$ cat src/hdl/olr_pkg.sv
// Package with the shared types and constants of the ordered list block.
`timescale 1ns / 1ps

package olr_pkg;

  localparam int CMD_W  = 3;
  localparam int DATA_W = 32;
  localparam int POS_W  = 4;
  localparam int STAT_W = 2;
  localparam int LEN_W  = 5;

  typedef enum logic [CMD_W-1:0] {
    OP_APPEND   = 3'd0,
    OP_REM_HEAD = 3'd1,
    OP_REM_TAIL = 3'd2,
    OP_REM_POS  = 3'd3,
    OP_DUMP     = 3'd4,
    OP_CLEAR    = 3'd5
  } olr_op_e;

  typedef enum logic [STAT_W-1:0] {
    ST_OK    = 2'd0,
    ST_EMPTY = 2'd1,
    ST_FULL  = 2'd2,
    ST_RANGE = 2'd3
  } olr_status_e;

  typedef enum logic {
    S_IDLE = 1'b0,
    S_DUMP = 1'b1
  } olr_state_e;

  // Commands from the controller to the datapath.
  typedef struct packed {
    logic exec;        // execute the accepted request and load its result
    logic dump_start;  // clear the dump counter
    logic dump_step;   // emit the head element and rotate the list
  } olr_cmd_t;

  // Status from the datapath to the controller.
  typedef struct packed {
    logic empty;       // list holds no element
    logic dump_last;   // the next dump step emits the final element
  } olr_stat_t;

endpackage

$ cat src/hdl/olr_ctrl.sv
// Controller state machine for the ordered list: handshakes and dump sequencing.
`timescale 1ns / 1ps

module olr_ctrl (
  input  logic                            clk_i,
  input  logic                            rst_ni,
  input  logic                            in_valid_i,
  output logic                            in_stall_o,
  input  logic [olr_pkg::CMD_W-1:0]       cmd_i,
  output logic                            out_valid_o,
  input  logic                            out_stall_i,
  output olr_pkg::olr_cmd_t               cmd_o,
  input  olr_pkg::olr_stat_t              stat_i
);

  olr_pkg::olr_state_e state_q, state_d;
  logic                out_valid_q, out_valid_d;
  logic                slot_free;
  logic                accept;
  logic                is_dump;

  // The output register can take a new result when it is empty or being emptied.
  assign slot_free = !out_valid_q || !out_stall_i;
  assign is_dump   = (olr_pkg::olr_op_e'(cmd_i) == olr_pkg::OP_DUMP);
  assign accept    = in_valid_i && !in_stall_o;

  always_comb begin
    state_d = state_q;
    case (state_q)
      olr_pkg::S_IDLE: begin
        if (accept && is_dump && !stat_i.empty) begin
          state_d = olr_pkg::S_DUMP;
        end
      end
      olr_pkg::S_DUMP: begin
        if (slot_free && stat_i.dump_last) begin
          state_d = olr_pkg::S_IDLE;
        end
      end
      default: state_d = olr_pkg::S_IDLE;
    endcase
  end

  always_comb begin
    in_stall_o       = 1'b1;
    cmd_o.exec       = 1'b0;
    cmd_o.dump_start = 1'b0;
    cmd_o.dump_step  = 1'b0;
    case (state_q)
      olr_pkg::S_IDLE: begin
        in_stall_o = !slot_free;
        if (in_valid_i && slot_free) begin
          if (is_dump && !stat_i.empty) begin
            cmd_o.dump_start = 1'b1;
          end else begin
            cmd_o.exec = 1'b1;
          end
        end
      end
      olr_pkg::S_DUMP: begin
        cmd_o.dump_step = slot_free;
      end
      default: in_stall_o = 1'b1;
    endcase
  end

  always_comb begin
    if (cmd_o.exec || cmd_o.dump_step) begin
      out_valid_d = 1'b1;
    end else if (!out_stall_i) begin
      out_valid_d = 1'b0;
    end else begin
      out_valid_d = out_valid_q;
    end
  end

  always_ff @(posedge clk_i or negedge rst_ni) begin
    if (!rst_ni) begin
      state_q     <= olr_pkg::S_IDLE;
      out_valid_q <= 1'b0;
    end else begin
      state_q     <= state_d;
      out_valid_q <= out_valid_d;
    end
  end

  assign out_valid_o = out_valid_q;

  a_dump_blocks_input : assert property (@(posedge clk_i) disable iff (!rst_ni)
    state_q == olr_pkg::S_DUMP |-> in_stall_o)
    else $error("request accepted during a dump");

  a_single_result : assert property (@(posedge clk_i) disable iff (!rst_ni)
    accept && !is_dump |=> out_valid_q)
    else $error("accepted request produced no result");

  a_dump_needs_data : assert property (@(posedge clk_i) disable iff (!rst_ni)
    cmd_o.dump_step |-> !stat_i.empty)
    else $error("dump step on an empty list");

endmodule

$ cat src/hdl/olr_dp.sv
// Datapath for the ordered list: element cells, count, dump counter and result register.
`timescale 1ns / 1ps

module olr_dp #(
  parameter int DEPTH = 16
) (
  input  logic                                clk_i,
  input  logic                                rst_ni,
  input  olr_pkg::olr_cmd_t                   cmd_i,
  input  logic [olr_pkg::CMD_W-1:0]           op_i,
  input  logic signed [olr_pkg::DATA_W-1:0]   value_i,
  input  logic [olr_pkg::POS_W-1:0]           position_i,
  output olr_pkg::olr_stat_t                  stat_o,
  output logic [olr_pkg::STAT_W-1:0]          status_o,
  output logic signed [olr_pkg::DATA_W-1:0]   element_o,
  output logic [olr_pkg::LEN_W-1:0]           length_o,
  output logic                                last_o
);

  localparam int CW    = $clog2(DEPTH + 1);
  localparam int IW    = $clog2(DEPTH);
  localparam int CmpW  = (CW > olr_pkg::POS_W) ? CW : olr_pkg::POS_W;
  localparam int LenW  = olr_pkg::LEN_W;
  localparam int DataW = olr_pkg::DATA_W;

  logic signed [DataW-1:0] cells_q [DEPTH];
  logic signed [DataW-1:0] cells_d [DEPTH];
  logic [CW-1:0]           count_q, count_d;
  logic [IW-1:0]           dump_idx_q, dump_idx_d;

  olr_pkg::olr_status_e    status_d;
  logic signed [DataW-1:0] element_d;
  logic                    last_d;
  logic                    rm;
  logic [IW-1:0]           rm_idx;
  logic                    empty;
  logic                    dump_last;

  logic [olr_pkg::STAT_W-1:0] status_q;
  logic signed [DataW-1:0]    element_q;
  logic [LenW-1:0]            length_q;
  logic                       last_q;

  assign empty     = (count_q == '0);
  assign dump_last = ((CW'(dump_idx_q) + CW'(1)) == count_q);

  always_comb begin
    cells_d    = cells_q;
    count_d    = count_q;
    dump_idx_d = dump_idx_q;
    status_d   = olr_pkg::ST_OK;
    element_d  = '0;
    last_d     = 1'b1;
    rm         = 1'b0;
    rm_idx     = '0;

    if (cmd_i.exec) begin
      case (olr_pkg::olr_op_e'(op_i))
        olr_pkg::OP_APPEND: begin
          if (count_q == CW'(DEPTH)) begin
            status_d = olr_pkg::ST_FULL;
          end else begin
            for (int i = 0; i < DEPTH; i++) begin
              if (i == int'(count_q)) cells_d[i] = value_i;
            end
            count_d = count_q + CW'(1);
          end
        end
        olr_pkg::OP_REM_HEAD: begin
          if (empty) status_d = olr_pkg::ST_EMPTY;
          else rm = 1'b1;
        end
        olr_pkg::OP_REM_TAIL: begin
          if (empty) begin
            status_d = olr_pkg::ST_EMPTY;
          end else begin
            rm     = 1'b1;
            rm_idx = IW'(count_q - CW'(1));
          end
        end
        olr_pkg::OP_REM_POS: begin
          if (empty) begin
            status_d = olr_pkg::ST_EMPTY;
          end else if (CmpW'(position_i) >= CmpW'(count_q)) begin
            status_d = olr_pkg::ST_RANGE;
          end else begin
            rm     = 1'b1;
            rm_idx = IW'(position_i);
          end
        end
        olr_pkg::OP_DUMP: begin
          if (empty) status_d = olr_pkg::ST_EMPTY;
        end
        olr_pkg::OP_CLEAR: begin
          count_d = '0;
        end
        default: status_d = olr_pkg::ST_OK;
      endcase

      // Removal closes the gap by moving every cell above the index down by one.
      if (rm) begin
        element_d = cells_q[rm_idx];
        for (int i = 0; i < DEPTH - 1; i++) begin
          if (i >= int'(rm_idx)) cells_d[i] = cells_q[i + 1];
        end
        count_d = count_q - CW'(1);
      end
    end

    if (cmd_i.dump_start) begin
      dump_idx_d = '0;
    end

    // A dump step emits the head and rotates it to the tail, so after a full
    // dump the list is back in its original order.
    if (cmd_i.dump_step) begin
      element_d = cells_q[0];
      last_d    = dump_last;
      for (int i = 0; i < DEPTH; i++) begin
        if (i + 1 < int'(count_q)) cells_d[i] = cells_q[(i + 1) % DEPTH];
        else if (i + 1 == int'(count_q)) cells_d[i] = cells_q[0];
      end
      dump_idx_d = dump_idx_q + IW'(1);
    end
  end

  always_ff @(posedge clk_i or negedge rst_ni) begin
    if (!rst_ni) begin
      count_q    <= '0;
      dump_idx_q <= '0;
    end else begin
      count_q    <= count_d;
      dump_idx_q <= dump_idx_d;
    end
  end

  always_ff @(posedge clk_i) begin
    cells_q <= cells_d;
    if (cmd_i.exec || cmd_i.dump_step) begin
      status_q  <= status_d;
      element_q <= element_d;
      length_q  <= LenW'(count_d);
      last_q    <= last_d;
    end
  end

  assign stat_o.empty     = empty;
  assign stat_o.dump_last = dump_last;
  assign status_o         = status_q;
  assign element_o        = element_q;
  assign length_o         = length_q;
  assign last_o           = last_q;

  a_count_bound : assert property (@(posedge clk_i) disable iff (!rst_ni)
    count_q <= CW'(DEPTH))
    else $error("element count exceeds depth");

endmodule

$ cat src/hdl/ordered_list_with_indexed_removal.sv
// Top level of the ordered list with append, head/tail/indexed removal, dump and clear.
// Each accepted request is executed at once and its result reaches the output register in the cycle
// after acceptance; a non-empty dump first starts the rotation, then loads its elements as the output frees.
// Throughput: one request per cycle while the output is not stalled, for every command but a non-empty
// dump, set by the single output register; a dump streams one element per cycle while the output is not stalled.
// Reset clears the element count, the controller state and the output valid; cells are not reset.
`timescale 1ns / 1ps

module ordered_list_with_indexed_removal #(
  parameter int DEPTH = 16
) (
  input  logic                                clk_i,
  input  logic                                rst_ni,

  input  logic                                in_valid_i,
  output logic                                in_stall_o,
  input  logic [olr_pkg::CMD_W-1:0]           cmd_i,
  input  logic signed [olr_pkg::DATA_W-1:0]   value_i,
  input  logic [olr_pkg::POS_W-1:0]           position_i,

  output logic                                out_valid_o,
  input  logic                                out_stall_i,
  output logic [olr_pkg::STAT_W-1:0]          status_o,
  output logic signed [olr_pkg::DATA_W-1:0]   element_o,
  output logic [olr_pkg::LEN_W-1:0]           length_o,
  output logic                                last_o
);

  // The controller owns the handshakes and sequences dumps; the datapath holds
  // the list as a row of cells; on a removal the cells above the removed one shift down in parallel.
  olr_pkg::olr_cmd_t  dp_cmd;
  olr_pkg::olr_stat_t dp_stat;

  olr_ctrl u_ctrl (
    .clk_i       (clk_i),
    .rst_ni      (rst_ni),
    .in_valid_i  (in_valid_i),
    .in_stall_o  (in_stall_o),
    .cmd_i       (cmd_i),
    .out_valid_o (out_valid_o),
    .out_stall_i (out_stall_i),
    .cmd_o       (dp_cmd),
    .stat_i      (dp_stat)
  );

  // Each request is executed in the cycle it is accepted and its result is
  // registered; a non-empty dump request instead starts a rotation of the list, one
  // element leaving the head per cycle that the output register is free.
  olr_dp #(
    .DEPTH (DEPTH)
  ) u_dp (
    .clk_i      (clk_i),
    .rst_ni     (rst_ni),
    .cmd_i      (dp_cmd),
    .op_i       (cmd_i),
    .value_i    (value_i),
    .position_i (position_i),
    .stat_o     (dp_stat),
    .status_o   (status_o),
    .element_o  (element_o),
    .length_o   (length_o),
    .last_o     (last_o)
  );

endmodule

$ cat config.mk
export PLATFORM = sky130hd
export DESIGN_NAME = ordered_list_with_indexed_removal
export DESIGN_NICKNAME = d
export VERILOG_FILES = /design/src/hdl/olr_pkg.sv /design/src/hdl/olr_ctrl.sv /design/src/hdl/olr_dp.sv /design/src/hdl/ordered_list_with_indexed_removal.sv
export SDC_FILE = /design/constraint.sdc
export NUM_CORES = 2
export LEC_CHECK = 0
export BUFFER_PORTS_ARGS = -buffer_cell sky130_fd_sc_hd__buf_2
export CAP_MARGIN = 20
export CORE_UTILIZATION = 55
export DETAILED_ROUTE_END_ITERATION = 10
export PLACE_DENSITY_LB_ADDON = 0.15
export SLEW_MARGIN = 20
export SYNTH_ARGS = -nofsm -noshare
export SYNTH_HDL_FRONTEND = slang
export SYNTH_SLANG_ARGS = --single-unit
$ cat constraint.sdc
create_clock -name clk_i -period 3.85 [get_ports clk_i]
set_clock_uncertainty 0.2 [all_clocks]
set_input_delay 0.385 -clock clk_i [delete_from_list [all_inputs] [get_ports clk_i]]
set_output_delay 0.385 -clock clk_i [all_outputs]
set_load 0.02 [all_outputs]
* Word-level counts from Yosys, hierarchy flattened *
Index checks and enable logic that the tools add are counted.

operators by class
  add/subtract/negate cells = 4
  multiply operators = 0
  divide/modulo/power cells = 0
  $lt $le $gt $ge = 33
  equality and inequality tests = 25
  shifts and indexed selects = 0
  mux-type cells = 106
  bitwise gates (word level) = 2
  reduce and logical (&&, ||, !) cells = 19

operators with widths
  kind                  number
  $mux W32              68
  $mux W512             4
  $mux W480             1
  $bmux W32 S4          1
  $eq A5 B5 Y1 const A  9
  $lt A4 B5 Y1 const A  8
  $ge A4 B4 Y1 const A  7
  $mux W4               6
  $eq A4 B5 Y1 const A  4
  $lt A3 B5 Y1 const A  4
  $ge A3 B4 Y1 const A  4
  $mux W5               3
  $mux W1               13
  $eq A3 B5 Y1 const A  2
  $logic_not A5 Y1      2
  $lt A2 B5 Y1 const A  2
  $mux W2               5
  $pmux W5 S2           1
  $ge A1 B4 Y1 const A  2
  $ge A2 B4 Y1 const A  2
  $pmux W4 S2           1
  $eq A3 B2 Y1 const B  2
  $eq A3 B3 Y1 const B  2
  $logic_and A1 B1 Y1   6
  other kinds (24)      30

storage, ports and cells
  register bits = 563
  latch bits = 0
  memory bits (writable) = 0
  bits in read-only memories = 0
  bits of input ports = 43
  output and inout bits = 42
  logic and storage cells = 213
  memories kept = 0

* Depth between registers and ports, before layout *
  word-level depth = 14
  depth in mapped cells = 15
  mapped depth without buffers = 9

* By module *
Synthesis repeated with hierarchy kept, for this count alone.

unflattened totals
  cell total of the unflattened synthesis = 5,589
  area, all modules = 38,623.3 sq um

modules (own cells, without submodules)
  module    instances  cells each  area an instance (sq um)  seq. area each (sq um)
  olr_dp    1          5,577       38,493.2                  11,996.5
  olr_ctrl  1          12          130.1                     50.0

* Least setup slack after synthesis *
Ideal clock, no wire load.

  path type = reg2reg
  start = reg u_dp.count_q[0]
  end = reg u_dp.element_q[0] (netlist: u_dp.element_o[0]) (enable)
  setup time = 530 ps
  data arrival time = 3,294 ps
  required time = 3,120 ps
  setup slack = -174 ps
  stages on the path, launching flop included = 11
  buffers on the path = 5
  period minus slack after synthesis = 4,024 ps
  cells stage by stage = dfrtp_1 -> clkbuf_1 -> inv_1 -> ha_1 -> nor4b_4 -> buf_6 -> o211ai_4 -> buf_2 -> buf_1 -> clkbuf_1 -> nand2_1

between the ends
  word-level cells in the longest chain between the ends = 7

ends and longest elaborated chain
  what                    RTL line        RTL
  from (decl)             olr_dp.sv:28    logic [CW-1:0] count_q, count_d;
  from (signal assigned)  olr_dp.sv:132   count_q <= count_d;
  $logic_not A5 Y1        olr_dp.sv:44    assign empty = (count_q == '0);
  $logic_not A1 Y1        olr_ctrl.sv:53  if (is_dump && !stat_i.empty) begin
  $logic_and A1 B1 Y1     olr_ctrl.sv:53
  $mux W1                 olr_ctrl.sv:53
  $mux W2                 olr_ctrl.sv:52  if (in_valid_i && slot_free) begin
  $mux W2                 olr_ctrl.sv:49  case (state_q)
  $logic_or A1 B1 Y1      olr_dp.sv:139   if (cmd_i.exec || cmd_i.dump_step) begin
  to (signal assigned)    olr_dp.sv:141   element_q <= element_d;
  to (decl)               olr_dp.sv:40    logic signed [DataW-1:0] element_q;

Every way passes these cells.
A chain may end at the register's enable or synchronous reset.

==> impl_metrics.env <==
export IMPL_status="completed"
export IMPL_max_vdd_ir_drop_uv=563.5
export IMPL_worstPathMaxFanout=18
export IMPL_die_w_um=262.4
export IMPL_cp_end_kind="register"
export IMPL_cts_tree="done"
export IMPL_htree_levels=3
export IMPL_synth_area_leaders="dfxtp_1 26%, mux2i_1 6.8%, nand2_1 6.0%"
export IMPL_grt_pass1_vias=36870
export IMPL_critPathTopFamily="simple AND/OR/NAND/NOR gates"
export IMPL_synth_area_um2=37300
export IMPL_ys_seq_area_share_pct=32.30
export IMPL_dp_cells=5265
export IMPL_powerDensity_nw_per_um2=905.5
export IMPL_port_buffers=84
export IMPL_root_buffer="clkbuf_16"
export IMPL_track_usage_pct=44.23
export IMPL_die_area_um2=68860
export IMPL_netlist_top_cells_count="595 x nand2_1, 480 x dfxtp_1, 425 x clkbuf_1"
export IMPL_start_util_pct=55.53
export IMPL_setup_viol=0
export IMPL_slew_limit_headroom_pct=21.71
export IMPL_critPathMaxStageDelay_ps=730
export IMPL_core_area_um2=67160
export IMPL_synth_top_cell_area_share_pct=25.76
export IMPL_vias_per_cell=7.538
export IMPL_arrival_ps=4070
export IMPL_vias=40680
export IMPL_clock_sinks=563
export IMPL_die_y_um=262.4
export IMPL_yosysMostFrequentCell="nand2_1"
export IMPL_postSynthCellCount=4648
export IMPL_power_leakage_nw=15.68
export IMPL_r2r_start="u_dp.count_q[0]$_DFF_PN0_"
export IMPL_start_kind="register"
export IMPL_min_delay_path_class="primary input to register"
export IMPL_antenna_found_initial=8
export IMPL_rr_endpoint="u_dp.cells_q[187]$_DFF_P_"
export IMPL_routedWlPerCell_um=29.66
export IMPL_grt_pass1_wl_um=237600
export IMPL_worstSkewPairLatency_ps=640
export IMPL_synthFlopType="dfxtp_1"
export IMPL_first_pass_iters=6
export IMPL_ys_seq_elements=563
export IMPL_grt_max_degree=123
export IMPL_fin_cells=5397
export IMPL_crit_chain="inv_1 -> ha_1 -> buf_4 -> nand4bb_1 -> buf_4 -> nand2_1 -> nor2_1 -> nand2_1 -> o221ai_1 -> o22ai_1"
export IMPL_reg2regPathDepth=10
export IMPL_ios=85
export IMPL_critical_path_buf_inv_count=3
export IMPL_whs_path_depth=3
export IMPL_synth_top_cell_by_area="dfxtp_1"
export IMPL_critPathLaunch="u_dp.count_q[0]$_DFF_PN0_"
export IMPL_synth_edf_count=72
export IMPL_path_depth=10
export IMPL_syn_num_nets=4702
export IMPL_dp_hpwl_um=102900
export IMPL_maxCapViolCount=0
export IMPL_drt_iter0_markers=7117
export IMPL_critPathCapture="u_dp.cells_q[187]$_DFF_P_"
export IMPL_wirelength_um=160100
export IMPL_crit_path_top_delay_cell="nand2_1"
export IMPL_layout_drive_gt1_share_pct=14.73
export IMPL_fin_crit_ps=3792
export IMPL_clock_path_buffers=3
export IMPL_rows=95
export IMPL_clk_pin_slew_ps=60
export IMPL_worstMarginPinSlew_ps=1174
export IMPL_finalSetupTns_ps=0
export IMPL_yosysWarnings=0
export IMPL_async_flop_share_pct=1.954
export IMPL_period_share_pct=98.48
export IMPL_hold_violations=0
export IMPL_gp_congestion=1.004
export IMPL_cts_buffers=67
export IMPL_crit_type="register to register"
export IMPL_reg2reg_slack_ps=60
export IMPL_syn_to_final_growth_pct=10.69
export IMPL_synth_cell_types=91
export IMPL_ant_nets=0
export IMPL_fmax_ghz=0.2637
export IMPL_drv_slew=0
export IMPL_critical_path_required_ps=4130
export IMPL_grt_overflow=0
export IMPL_final_core_util_pct=61.47
export IMPL_drc=0
export IMPL_synth_area_per_cell_um2=8.024
export IMPL_fin_nets=4519
## final cells by class
type,count,area (um^2)
antenna,4,10.01
clock buffer,108,2063
tap,873,1092
clock inverter,16,136.4
multi-input combinational,3474,23140
sequential,563,12050
fill,5964,25870
inverter,48,180.2
timing repair buffer,311,2610
## registers in the layout, summed over array words and instances, names as in the netlist
name	flops
u_ctrl.out_valid_o	1
u_ctrl.state_q	1
u_dp.cells_q	512
u_dp.count_q	5
u_dp.dump_idx_q	4
u_dp.element_o	32
u_dp.last_o	1
u_dp.length_o	5
u_dp.status_o	2
## per-stage QoR
| stage | hold slack (ps) | power (W) | instance area (um^2) | setup slack [ps] |
|---|---|---|---|---|
| after CTS | 3.748 | 0.03617 | 41270 | 131.5 |
| after floorplan | -110.6 | 0.02300 | 37300 | 71.74 |
| after global placement | 93.30 | 0.02938 | 39030 | 39.99 |
| after global routing | 51.61 | 0.03863 | 41280 | -0.9392 |
| after detailed placement | 93.15 | 0.02970 | 39030 | -10.51 |
| final | 32.11 | 0.03738 | 41280 | 58.49 |
## metal layers
layer | GRT usage [%] | part of all wire (%) | vias to the layer above
met5 | 0 | 0.027 | -
met4 | 18.95 | 4.4 | 6
met3 | 14.94 | 15 | 572
met1 | 59.96 | 39 | 19368
li1 | - | - | 17418
met2 | 63.61 | 42 | 3316
## logic make-up (layout without fill, tap and decap cells)
logic type	count (synthesis)	in the layout	synth area share, %
fa+ha+maj	11	11	0.3690
compound gates	1836	1836	34.90
other cells	0	4	0
buf+inv	611	483	6.585
xor+xnor	9	9	0.2113
mux	371	371	10.35
flops	563	563	32.30
simple gates	1247	1247	15.29
## worst register-to-register path: cells and delay by family (launching register included)
kind | cells | cell delay (ps)
AND/OR/NAND/NOR | 4 | 1690
buffers and inverters | 3 | 630
AO/OA/AOI/OAI | 2 | 530
flip-flops | 1 | 340
adder cells (fa/ha/maj) | 1 | 240
## layout by cell type (no fill, tap or decap), types with 19 or more instances in the layout
| master | count |
|---|---|
| buf_12 | 38 |
| o221ai_1 | 176 |
| nor2_1 | 194 |
| a31o_2 | 22 |
| a22oi_1 | 218 |
| nand3_1 | 163 |
| o221a_2 | 27 |
| a222oi_1 | 32 |
| nand3b_1 | 33 |
| clkbuf_8 | 19 |
| a21o_1 | 40 |
| nor3b_1 | 31 |
| clkbuf_16 | 69 |
| inv_1 | 47 |
| buf_2 | 84 |
| o22a_1 | 47 |
| clkbuf_1 | 20 |
| a21oi_1 | 383 |
| a32o_1 | 32 |
| buf_4 | 185 |
| dfxtp_1 | 480 |
| a22o_1 | 81 |
| a221o_1 | 122 |
| o211ai_1 | 19 |
| nand2_1 | 590 |
| o21ai_1 | 25 |
| and3_1 | 142 |
| mux2i_1 | 254 |
| o21ai_0 | 254 |
| mux2_2 | 114 |
| o22ai_1 | 172 |
| edfxtp_1 | 72 |
| a31oi_1 | 33 |
| a21boi_0 | 23 |
| a211o_1 | 43 |
## power breakdown
group / total (W) / leakage, nW / switching (W) / internal, W
clock network: 0.00654 / 1.08 / 0.00279 / 0.00375
logic: 0.0183 / 9.70 / 0.0114 / 0.00693
registers: 0.0125 / 4.89 / 0.00372 / 0.00877
total: 0.0374 / 15.7 / 0.0179 / 0.0195
## repair_timing
action                                  in CTS  in global routing
endpoints found under the setup margin       0                  1
setup buffers                                0                  0
endpoints found under the hold margin       13                  0
hold buffers                                 4                  0
gates resized for setup                      0                  1
## worst min-delay path by stage
| stage | start | to | slack [ps] |
|---|---|---|---|
| 6_report | value_i[18] | u_dp.cells_q[466]$_DFF_P_ | 30 |
| 5_1_grt | cmd_i[2] | u_dp.status_o[1]$_SDFFCE_PN0P_ | 50 |
| 4_1_cts | value_i[18] | u_dp.cells_q[466]$_DFF_P_ | 4 |
| 3_5_place_dp | rst_ni | u_dp.count_q[3]$_DFF_PN0_ | 90 |
| 3_3_place_gp | rst_ni | u_dp.count_q[1]$_DFF_PN0_ | 90 |
| 2_1_floorplan | rst_ni | u_ctrl.out_valid_o$_DFFE_PN0P_ | -110 |
(Power assumes the default switching activity.)
